<file path="src/sv/sha256_message_hasher_defines.svh">
// Assertion macros for the SHA-256 message hasher.
// No dependencies; included by modules that carry assertions.
`ifndef SHA256_MESSAGE_HASHER_DEFINES_SVH
`define SHA256_MESSAGE_HASHER_DEFINES_SVH
`ifndef NO_ASSERTIONS
`define SHA_ASSERT_IMP(label, clk, rstn, a, c, msg) \
    label: assert property (@(posedge clk) disable iff (!rstn) (a) |-> (c)) else $error(msg);
`define SHA_ASSERT_NXT(label, clk, rstn, a, c, msg) \
    label: assert property (@(posedge clk) disable iff (!rstn) (a) |=> (c)) else $error(msg);
`else
`define SHA_ASSERT_IMP(label, clk, rstn, a, c, msg)
`define SHA_ASSERT_NXT(label, clk, rstn, a, c, msg)
`endif
`endif

</file>
<file path="src/sv/sha_pkg.sv">
// Types, constants and round functions for the SHA-256 message hasher.
// No dependencies.
package sha_pkg;
    typedef struct packed {
        logic [7:0] data_byte;
        logic       byte_present;
        logic       end_of_message;
    } sha_in_t;

    typedef struct packed {
        logic [31:0] digest_word;
        logic [2:0]  word_index;
        logic        last_word;
    } sha_out_t;

    typedef struct packed {
        logic       load_byte;
        logic [7:0] byte_val;
        logic       count_len;
        logic       set_len;
        logic       start_blk;
        logic       round;
        logic       finish_blk;
        logic       reset_all;
        logic [2:0] out_sel;
    } sha_cmd_t;

    typedef struct packed {
        logic [5:0] fill;
        logic [5:0] round_idx;
    } sha_stat_t;

    localparam logic [31:0] INIT_HASH [8] = '{
        32'h6A09E667, 32'hBB67AE85, 32'h3C6EF372, 32'hA54FF53A,
        32'h510E527F, 32'h9B05688C, 32'h1F83D9AB, 32'h5BE0CD19};

    localparam logic [31:0] ROUND_K [64] = '{
        32'h428a2f98,32'h71374491,32'hb5c0fbcf,32'he9b5dba5,32'h3956c25b,32'h59f111f1,
        32'h923f82a4,32'hab1c5ed5,32'hd807aa98,32'h12835b01,32'h243185be,32'h550c7dc3,
        32'h72be5d74,32'h80deb1fe,32'h9bdc06a7,32'hc19bf174,32'he49b69c1,32'hefbe4786,
        32'h0fc19dc6,32'h240ca1cc,32'h2de92c6f,32'h4a7484aa,32'h5cb0a9dc,32'h76f988da,
        32'h983e5152,32'ha831c66d,32'hb00327c8,32'hbf597fc7,32'hc6e00bf3,32'hd5a79147,
        32'h06ca6351,32'h14292967,32'h27b70a85,32'h2e1b2138,32'h4d2c6dfc,32'h53380d13,
        32'h650a7354,32'h766a0abb,32'h81c2c92e,32'h92722c85,32'ha2bfe8a1,32'ha81a664b,
        32'hc24b8b70,32'hc76c51a3,32'hd192e819,32'hd6990624,32'hf40e3585,32'h106aa070,
        32'h19a4c116,32'h1e376c08,32'h2748774c,32'h34b0bcb5,32'h391c0cb3,32'h4ed8aa4a,
        32'h5b9cca4f,32'h682e6ff3,32'h748f82ee,32'h78a5636f,32'h84c87814,32'h8cc70208,
        32'h90befffa,32'ha4506ceb,32'hbef9a3f7,32'hc67178f2};

    function automatic logic [31:0] ror(input logic [31:0] x, input int n);
        ror = (x >> n) | (x << (32 - n));
    endfunction
endpackage

</file>
<file path="src/sv/sha256_message_hasher.sv">
// SHA-256 message hasher top level: joins the controller and the datapath.
// Depends on sha_pkg, sha_controller and sha_datapath.
// One byte is taken per cycle while a block fills; the 64th byte of a block starts
// the rounds on the single shared round unit and then the chaining add, and no byte
// is taken until the block is done. An end-of-message word adds padding (loaded
// byte by byte, with one or two extra compressions) and then the digest leaves as
// eight words, word 0 first, with the last marked.
module sha256_message_hasher import sha_pkg::*; (
    input  logic     aclk,
    input  logic     aresetn,
    input  logic     s_valid,
    output logic     s_ready,
    input  sha_in_t  s_data,
    output logic     m_valid,
    input  logic     m_ready,
    output sha_out_t m_data
);
    sha_cmd_t    cmd;
    sha_stat_t   stat;
    logic [31:0] hash_word;

    sha_controller u_ctrl (
        .aclk, .aresetn, .s_valid, .s_ready, .s_data, .m_valid, .m_ready, .m_data,
        .stat, .hash_word, .cmd
    );

    sha_datapath u_dp (
        .aclk, .aresetn, .cmd, .stat, .hash_word
    );
endmodule

</file>
<file path="src/sv/sha_datapath.sv">
// SHA-256 datapath: byte packing, schedule window, round logic, chaining hash.
// Depends on sha_pkg and the assertion macro header.
`include "sha256_message_hasher_defines.svh"
module sha_datapath import sha_pkg::*; (
    input  logic        aclk,
    input  logic        aresetn,
    input  sha_cmd_t    cmd,
    output sha_stat_t   stat,
    output logic [31:0] hash_word
);
    logic [31:0] h_reg [8];
    logic [31:0] v_reg [8];
    logic [31:0] w_reg [16];
    logic [5:0]  fill_reg;
    logic [63:0] len_reg;
    logic [5:0]  t_reg;

    logic [31:0] x, y, wnew, wt, t1, t2, e, a;
    logic [3:0]  ti;
    logic [1:0]  bp;

    always_comb begin
        ti = t_reg[3:0];
        x = w_reg[ti + 4'd1];
        y = w_reg[ti + 4'd14];
        wnew = w_reg[ti] + (ror(x, 7) ^ ror(x, 18) ^ (x >> 3)) + w_reg[ti + 4'd9]
             + (ror(y, 17) ^ ror(y, 19) ^ (y >> 10));
        wt = (t_reg < 6'd16) ? w_reg[ti] : wnew;
        e = v_reg[4];
        a = v_reg[0];
        t1 = v_reg[7] + (ror(e, 6) ^ ror(e, 11) ^ ror(e, 25))
           + ((e & v_reg[5]) ^ (~e & v_reg[6])) + ROUND_K[t_reg] + wt;
        t2 = (ror(a, 2) ^ ror(a, 13) ^ ror(a, 22))
           + ((a & v_reg[1]) ^ (a & v_reg[2]) ^ (v_reg[1] & v_reg[2]));
        bp = fill_reg[1:0];
    end

    always_ff @(posedge aclk) begin
        if (!aresetn || cmd.reset_all) begin
            for (int i = 0; i < 8; i++) h_reg[i] <= INIT_HASH[i];
            for (int i = 0; i < 16; i++) w_reg[i] <= '0;
            fill_reg <= '0;
            len_reg  <= '0;
            t_reg    <= '0;
        end else begin
            if (cmd.load_byte) begin
                if (bp == 2'd0)
                    w_reg[fill_reg[5:2]] <= {cmd.byte_val, 24'd0};
                else
                    w_reg[fill_reg[5:2]] <= w_reg[fill_reg[5:2]]
                        | ({24'd0, cmd.byte_val} << (5'd24 - {bp, 3'd0}));
                fill_reg <= fill_reg + 6'd1;
            end
            if (cmd.count_len) len_reg <= len_reg + 64'd8;
            if (cmd.set_len) begin
                w_reg[14] <= len_reg[63:32];
                w_reg[15] <= len_reg[31:0];
            end
            if (cmd.start_blk) begin
                for (int i = 0; i < 8; i++) v_reg[i] <= h_reg[i];
                t_reg <= '0;
            end
            if (cmd.round) begin
                if (t_reg >= 6'd16) w_reg[ti] <= wnew;
                v_reg[7] <= v_reg[6]; v_reg[6] <= v_reg[5]; v_reg[5] <= v_reg[4];
                v_reg[4] <= v_reg[3] + t1;
                v_reg[3] <= v_reg[2]; v_reg[2] <= v_reg[1]; v_reg[1] <= v_reg[0];
                v_reg[0] <= t1 + t2;
                t_reg <= t_reg + 6'd1;
            end
            if (cmd.finish_blk) begin
                for (int i = 0; i < 8; i++) h_reg[i] <= h_reg[i] + v_reg[i];
                for (int i = 0; i < 16; i++) w_reg[i] <= '0;
            end
        end
    end

    assign stat.fill = fill_reg;
    assign stat.round_idx = t_reg;
    assign hash_word = h_reg[cmd.out_sel];

    `SHA_ASSERT_NXT(a_fill_wrap, aclk, aresetn, cmd.load_byte && fill_reg == 6'd63 && !cmd.reset_all, fill_reg == 6'd0, "fill wrap")
    `SHA_ASSERT_IMP(a_round_excl, aclk, aresetn, cmd.round, !cmd.load_byte && !cmd.finish_blk, "round overlap")
    `SHA_ASSERT_NXT(a_len_step, aclk, aresetn, cmd.count_len && !cmd.reset_all, len_reg == $past(len_reg) + 64'd8, "len step")
endmodule

</file>
<file path="src/sv/sha_controller.sv">
// SHA-256 controller: sequences byte loads, padding, rounds and digest output.
// Depends on sha_pkg and the assertion macro header.
`include "sha256_message_hasher_defines.svh"
module sha_controller import sha_pkg::*; (
    input  logic        aclk,
    input  logic        aresetn,
    input  logic        s_valid,
    output logic        s_ready,
    input  sha_in_t     s_data,
    output logic        m_valid,
    input  logic        m_ready,
    output sha_out_t    m_data,
    input  sha_stat_t   stat,
    input  logic [31:0] hash_word,
    output sha_cmd_t    cmd
);
    localparam logic [2:0] ST_IDLE = 3'd0;
    localparam logic [2:0] ST_PAD  = 3'd1;
    localparam logic [2:0] ST_ZERO = 3'd2;
    localparam logic [2:0] ST_RND  = 3'd3;
    localparam logic [2:0] ST_FIN  = 3'd4;
    localparam logic [2:0] ST_OUT  = 3'd5;

    logic [2:0] state_reg, state_next;
    logic       final_reg, final_next;   // block in flight is the padded last one
    logic       eom_reg, eom_next;       // end seen, padding pending
    logic       padding_reg, padding_next;
    logic [2:0] idx_reg, idx_next;
    logic       full;

    always_comb begin
        cmd = '0;
        cmd.out_sel = idx_reg;
        state_next = state_reg;
        final_next = final_reg;
        eom_next = eom_reg;
        idx_next = idx_reg;
        s_ready = (state_reg == ST_IDLE);
        m_valid = (state_reg == ST_OUT);
        m_data.digest_word = hash_word;
        m_data.word_index = idx_reg;
        m_data.last_word = (idx_reg == 3'd7);
        full = (stat.fill == 6'd63);
        case (state_reg)
            ST_IDLE: begin
                if (s_valid) begin
                    cmd.load_byte = s_data.byte_present;
                    cmd.byte_val = s_data.data_byte;
                    cmd.count_len = s_data.byte_present;
                    eom_next = s_data.end_of_message;
                    if (s_data.byte_present && full) begin
                        cmd.start_blk = 1'b1;
                        state_next = ST_RND;
                    end else if (s_data.end_of_message) begin
                        state_next = ST_PAD;
                    end
                end
            end
            ST_PAD: begin
                cmd.load_byte = 1'b1;
                cmd.byte_val = 8'h80;
                eom_next = 1'b0;
                if (full) begin
                    cmd.start_blk = 1'b1;
                    state_next = ST_RND;
                end else if (stat.fill == 6'd55) begin
                    cmd.set_len = 1'b1;
                    cmd.start_blk = 1'b1;
                    final_next = 1'b1;
                    state_next = ST_RND;
                end else begin
                    state_next = ST_ZERO;
                end
            end
            ST_ZERO: begin
                if (stat.fill == 6'd56) begin
                    cmd.set_len = 1'b1;
                    cmd.start_blk = 1'b1;
                    final_next = 1'b1;
                    state_next = ST_RND;
                end else begin
                    cmd.load_byte = 1'b1;
                    cmd.byte_val = 8'h00;
                    if (full) begin
                        cmd.start_blk = 1'b1;
                        state_next = ST_RND;
                    end
                end
            end
            ST_RND: begin
                cmd.round = 1'b1;
                if (stat.round_idx == 6'd63) state_next = ST_FIN;
            end
            ST_FIN: begin
                cmd.finish_blk = 1'b1;
                if (final_reg) begin
                    idx_next = 3'd0;
                    state_next = ST_OUT;
                end else if (eom_reg) begin
                    state_next = ST_PAD;
                end else if (padding_reg) begin
                    // padding-only second block
                    state_next = ST_ZERO;
                end else begin
                    state_next = ST_IDLE;
                end
            end
            ST_OUT: begin
                if (m_ready) begin
                    idx_next = idx_reg + 3'd1;
                    if (idx_reg == 3'd7) begin
                        cmd.reset_all = 1'b1;
                        final_next = 1'b0;
                        state_next = ST_IDLE;
                    end
                end
            end
            default: state_next = ST_IDLE;
        endcase
    end

    always_comb begin
        padding_next = padding_reg;
        if (state_reg == ST_PAD) padding_next = 1'b1;
        if (state_reg == ST_OUT || state_reg == ST_IDLE) padding_next = 1'b0;
    end

    always_ff @(posedge aclk) begin
        if (!aresetn) begin
            state_reg <= ST_IDLE;
            final_reg <= 1'b0;
            eom_reg <= 1'b0;
            idx_reg <= '0;
            padding_reg <= 1'b0;
        end else begin
            state_reg <= state_next;
            final_reg <= final_next;
            eom_reg <= eom_next;
            idx_reg <= idx_next;
            padding_reg <= padding_next;
        end
    end

    `SHA_ASSERT_IMP(a_excl, aclk, aresetn, s_ready, !m_valid, "ready and valid together")
    `SHA_ASSERT_NXT(a_out_hold, aclk, aresetn, m_valid && !m_ready, m_valid && idx_reg == $past(idx_reg), "output slipped")
    `SHA_ASSERT_NXT(a_rnd_to_fin, aclk, aresetn, state_reg == ST_RND && stat.round_idx == 6'd63, state_reg == ST_FIN, "rounds overrun")
endmodule
</file>
<file path="config.mk">
export PLATFORM = sky130hd
export DESIGN_NAME = sha256_message_hasher
export DESIGN_NICKNAME = d
export VERILOG_FILES = /design/src/sv/sha_pkg.sv /design/src/sv/sha256_message_hasher.sv /design/src/sv/sha_datapath.sv /design/src/sv/sha_controller.sv
export VERILOG_INCLUDE_DIRS = /design/src /design/src/sv
export SDC_FILE = /design/constraint.sdc
export NUM_CORES = 2
export LEC_CHECK = 0
export BUFFER_PORTS_ARGS = -buffer_cell sky130_fd_sc_hd__buf_2
export CELL_PAD_IN_SITES_DETAIL_PLACEMENT = 0
export CELL_PAD_IN_SITES_GLOBAL_PLACEMENT = 1
export CORE_MARGIN = 2
export CORE_UTILIZATION = 53
export DETAILED_ROUTE_END_ITERATION = 10
export PLACE_DENSITY_LB_ADDON = 0.1
export SYNTH_ARGS = -nofsm -noshare
export SYNTH_HDL_FRONTEND = slang
export SYNTH_SLANG_ARGS = --single-unit
</file>
<file path="constraint.sdc">
create_clock -name aclk -period 23.3 [get_ports aclk]
set_input_delay 5.825 -clock aclk [delete_from_list [all_inputs] [get_ports aclk]]
set_output_delay 5.825 -clock aclk [all_outputs]
set_load 0.03 [all_outputs]
</file>
* Word-level counts from Yosys, hierarchy flattened
Memories as Yosys holds them, arrays and structs flattened. A register that Yosys moved wholly into a read port is not among the register bits.
Index checks and enable logic that the tools add are counted.
** Storage, ports and cells
- Word-level logic and storage cells :: 266
- Bits in read-only memories :: 2048
- Bits in latches :: 0
- RAM bits :: 1024
- Memories :: 4
- Input bits :: 14
- Bits in registers :: 85
- Output and inout bits :: 38
** Memories
- (no name shown) :: depth 64, bits a word 32, read ports 1, clocked after Yosys merged registers in 0, wr ports 0, line sha_datapath.sv:32 : + ((e & v_reg[5]) ^ (~e & v_reg[6])) + ROUND_K[t_reg] + wt;
- u_dp.w_reg :: depth 16, bits a word 32, read ports 5, clocked after Yosys merged registers in 2, wr ports 16, line sha_datapath.sv:13 : logic [31:0] w_reg [16];
- u_dp.h_reg :: depth 8, bits a word 32, read ports 9, clocked after Yosys merged registers in 1, wr ports 8, line sha_datapath.sv:11 : logic [31:0] h_reg [8];
- u_dp.v_reg :: depth 8, bits a word 32, read ports 8, clocked after Yosys merged registers in 0, wr ports 8, line sha_datapath.sv:12 : logic [31:0] v_reg [8];
** Operators by class
- Shifts and indexed selects :: 1
- Reduce and logical (&&, ||, !) cells :: 17
- Add/sub/neg operators :: 26
- Mux-type cells :: 122
- Eq/ne operators :: 20
- Bitwise gates (word level) :: 65
- $lt $le $gt $ge :: 3
- Divide/modulo/power cells :: 0
- $mul :: 0
** Operators by type and width (count)
- 2-to-1 mux 32 bit :: 40
- adder 32 bit :: 18
- XOR 32 bit :: 9
- AND 32 bit :: 5
- adder 64 x 4 -> 64 bit, second input constant :: 1
- OR reduction 32 bit :: 2
- 2-to-1 mux 1 bit :: 49
- 2-to-1 mux 3 bit :: 13
- OR 1 bit :: 35
- NOT 32 bit :: 1
- OR 10 x 32 -> 32 bit :: 1
- OR 13 x 32 -> 32 bit :: 1
- OR 14 x 32 -> 32 bit :: 1
- OR 15 x 32 -> 32 bit :: 1
- OR 19 x 32 -> 32 bit :: 1
- OR 21 x 32 -> 32 bit :: 1
- OR 25 x 32 -> 32 bit :: 1
- OR 26 x 32 -> 32 bit :: 1
- OR 30 x 32 -> 32 bit :: 1
- OR 32 bit :: 1
- OR 7 x 32 -> 32 bit :: 1
- << shifter 8 x 5 -> 32 bit :: 1
- XOR 32 x 22 -> 32 bit :: 1
- XOR 32 x 29 -> 32 bit :: 1
- other kinds (38) :: 67

* Longest topological paths before layout
An unclocked memory read counts as a cell.
- Depth after elaboration :: 12
- Depth in mapped cells :: 58
- Depth with buffers taken out :: 54

* By module
Synthesis repeated with hierarchy kept, for this count alone.
** Unflattened totals
- Cells, all modules :: 7846
- Area total of the unflattened synthesis :: 90132.7 um^2
** By module, submodules not included
- sha_datapath :: sequential area each 32371.0 um^2, instances 1, area an instance 89094.2 um^2, cells an instance 7704
- sha_controller :: sequential area each 180.2 um^2, instances 1, area an instance 1038.5 um^2, cells an instance 142

* Least setup slack after synthesis
Ideal clock, no wire load.
- Kind :: in2reg
- From :: input m_ready
- To :: memory u_dp.v_reg[0][0] (enable)
- Cell stages on the path :: 5
- Setup slack :: 5.232 ns
- Required time :: 22.421 ns
- Library setup time :: 0.879 ns
- Path buffers :: 2
- Arrival time :: 17.189 ns
- Cells stage by stage :: nand2_1 -> o21ai_1 -> clkbuf_1 -> clkbuf_1 -> nor2_1
** RTL lines
- from (decl) :: line sha256_message_hasher.sv:15 : input logic m_ready,
- to (decl) :: line sha_datapath.sv:12

==> summary.md <==
| Metric | Value |
|---|---|
| Antenna Nets Post-Route | `0` |
| Largest family of logic cells by synthesized area | `multiplexers` |
| Vias in the first global route | `~67000` |
| Peak Freq | `between 60 and 70 MHz` |
| Complex-gate fraction of the synthesized area | `around a tenth` |
| Placer congestion estimate | `1.03` |
| Vias/cell | `~6.9` |
| DR WL/cell | `34.0 µm` |
| Synth Area in Adders | `between 10% and 20%` |
| Final WL | `about 340000 µm` |
| Die footprint | `169000 µm²` |
| Syn-to-layout area delta | `7.96%` |
| Die H | `411 µm` |
| Slew margin rel. | `4.49%` |
| Final nets | `~8400` |
| Max_cap viols | `0` |
| Initial antenna violation count | `19` |
| Slowest cell on crit path | `ha_4` |
| Worst path max stage delay | `0.96 ns` |
| Final Hold Viols | `0` |
| Largest area contributor in the netlist | `edfxtp_1` |
| Sequential Power Share | `36.7%` |
| Flops & latches, synth | `about 1100` |
| CTS tree | `yes` |
| Initial Util | `53.2%` |
| Critical Path Most Common Cell | `a21oi_1` |
| Synth unique cells | `86` |
| Largest net degree at the start of global routing | `129` |
| Setup bufs post-CTS | `0` |
| Area contributors post-synth | `edfxtp_1 (35%), mux4_2 (18%), ha_1 (5.8%), nand2_1 (4.7%), fa_1 (4.5%)` |
| Least-Margin Pin Slew | `around 1.4 ns` |
| CTS buffer count | `~140` |
| FF-to-FF path depth | `49` |
| Max Transition Viols Final | `0` |
| Hold-fix buffers, CTS | `0` |
| FFs w/ async S/R, synth | `0%` |
| CP Launch Type | `flop` |
| GRT overflow | `0` |
| Syn Nets | `8559` |
| Tcrit/Tclk final | `a little under 70%` |
| Switching Power | `around 2.1 mW` |
| Share of cells above drive strength 1 | `between 15 and 20%` |
| Synth Warn # | `0` |
| Combinational Power Share | `28.9%` |
| Rows | `between 100 and 150` |
| Hold Path Depth | `2` |
| Critical path required time | `between 20 and 25 ns` |
| Reg-to-reg critical path startpoint | `u_dp.t_reg[1]` |
| P_leak | `approximately 34 nW` |
| Max FO, Critical Path | `between 60 and 70` |
| Top-count cell post-synth | `nand2_1` |
| Hpwl dp | `between 200000 and 250000 µm` |
| GRT Overall Usage | `roughly two fifths` |
| Final setup vio count | `0` |
| Prevailing post-synth register cell | `edfxtp_1` |
| Max reg flops | `a little over 500` |
| Min Tclk post-route | `between 15 and 20 ns` |
| Core area | `165000 µm²` |
| Clock latency on the worst-skew pair | `a little over 0.8 ns` |
| Switch share | `between 30 and 40%` |
| Tot Pwr | `6.29 mW` |
| Resized cells post-CTS | `0` |
| Multi-input logic area | `around 52000 µm²` |
| # DRC | `0` |
| Die W | `between 400 and 500 µm` |
| Peak VDD IR | `about 0.000093 V` |
| Cell Int Power | `4.20 mW` |
| Power share of the clock group | `between 30% and 40%` |
| WP data arrival | `around 17 ns` |
| Sequential cell area | `32700 µm²` |
| Clock buffer depth | `3` |
| Worst-path clk slew | `about 0.060 ns` |
| Setup skew after layout | `roughly 0.045 ns` |
| Fillers | `13800` |
| Status | `completed` |
| Top cell types by occurrence after synthesis | `nand2_1 (1106), edfxtp_1 (1024), nor2_1 (727)` |
| Share of the synthesized area in the top cell type | `35.1%` |
| Synthesized area per cell | `~11 µm²` |
| DRT Pass-1 Iters | `6` |
| R2r setup slk | `approximately 7.4 ns` |
| Mux share of post-synthesis cell area | `20.1%` |
| Sequential fraction of the synthesis area | `between 30% and 40%` |
| RR Endpoint | `u_dp.v_reg[0][31]` |
| Placed cell count | `9822` |
| Number of flops mapped to enable cells by yosys | `between 1000 and 1500` |
| Clock root cell | `clkbuf_16` |
| Crit Path Class | `reg2reg` |
| Simple-gate portion of the synthesized area | `about an eighth` |
| Synth Instances | `between 7000 and 8000` |
| Hold_sp | `u_ctrl.padding_reg` |
| Power Density | `66.5 nW/µm²` |
| Setup TNS Final | `0 ns` |
| DR vias | `69600` |
| Sink of the worst hold path | `u_ctrl.padding_reg` |
| Port Buffers | `51` |
| Clk sink count | `1117` |
| Synth Area in XOR/XNOR | `just over 6%` |
| First-pass GRT wire length | `a little under 500000 µm` |
| Hold Path Class | `reg2reg` |
| RSZ-0062 raised after global routing | `false` |
| # IOs | `between 50 and 60` |
| CP Capture Type | `flop` |
| DRT iter0 DRCs | `~9000` |
| H-tree Lvls | `4` |
| Mapped Area | `87600 µm²` |
| Non-Filler Instances | `between 10000 and 15000` |
## kinds of logic (layout without fill, tap and decap cells)
group | Yosys count | count (layout)
buffers and inverters | 888 | 821
muxes | 852 | 852
DFF | 1117 | 1117
AOI/OAI and AO/OA | 1445 | 1445
xor gates and xnor gates | 613 | 613
other | 0 | 5
and+or+nand+nor | 2406 | 2406
adders and majority gates | 621 | 621
## how the worst max path moves through the flow
stage / from / end / slack [ns] / cells past startpoint
after floorplan: m_ready / u_dp.v_reg[0][0] / 5.23 / 5
after global placement: u_dp.t_reg[0] / u_dp.v_reg[0][31] / 7.76 / 44
after detailed placement: u_dp.t_reg[0] / u_dp.v_reg[0][31] / 7.49 / 44
after CTS: u_dp.t_reg[0] / u_dp.v_reg[0][31] / 7.48 / 44
after global routing: u_dp.t_reg[0] / u_dp.v_reg[0][31] / 6.37 / 50
final: u_dp.t_reg[1] / u_dp.v_reg[0][31] / 7.41 / 49
## cells in the final DEF (no fill, tap or decap), types with 67 or more instances in the layout
cell and count:
mux4_2 717, nor3_1 67, ha_1 404, xnor2_1 378
a21o_1 210, nand3_1 102, clkbuf_16 142, a21oi_1 380
edfxtp_1 1024, xor2_1 231, o21ai_0 357, nor2_1 723
nand2b_1 73, inv_1 366, buf_4 152, mux2i_1 84
fa_1 195, nor2b_1 127, dfxtp_1 76, nand2_1 1073
## power groups by stage
| stage | clock network [mW] | registers (mW) | logic [mW] |
|---|---|---|---|
| after detailed placement | 0 | 2.34 | 1.77 |
| final | 2.17 | 2.31 | 1.82 |
| after floorplan | 0 | 2.32 | 1.27 |
| after global routing | 2.25 | 2.31 | 1.97 |
| after global placement | 0 | 2.34 | 1.76 |
| after CTS | 2.18 | 2.30 | 1.78 |
## worst max-delay path, delay by kind of cell, from the launching register on
family	cells	cell delay [ns]
AO/OA/AOI/OAI	18	4.47
adder cells (fa/ha/maj)	9	4.30
buffers and inverters	8	2.69
XOR/XNOR	5	1.24
multiplexers	3	1.21
flip-flops	1	0.85
AND/OR/NAND/NOR	6	0.80
## per-layer routing
layer  track usage (%)  part of all wire [%]
met5             0.537                 0.067
met3              12.6                    13
met1              53.7                    38
met4              21.1                   6.1
met2              59.6                    43
## metrics by stage
| step | instance area, µm² | hold WS [ns] | setup WS (ns) | util [%] |
|---|---|---|---|---|
| after global placement | 90100 | 0.468 | 7.76 | 54.8 |
| after CTS | 94500 | 0.488 | 7.48 | 57.4 |
| after detailed placement | 90100 | 0.479 | 7.49 | 54.8 |
| after global routing | 94500 | 0.540 | 6.37 | 57.4 |
| final | 94600 | 0.491 | 7.41 | 57.4 |
| after floorplan | 87600 | 0.450 | 5.23 | - |
## area by class of cell
cell class	count	area share, %
multi-input cells	5937	54.9
flip-flops and latches	1117	34.5
clock buffers	185	4.06
well taps	2189	2.90
repair buffers	207	1.56
inverters	372	1.48
clock inverters	57	0.594
diodes	5	0.0132
(Power assumes the default switching activity.)
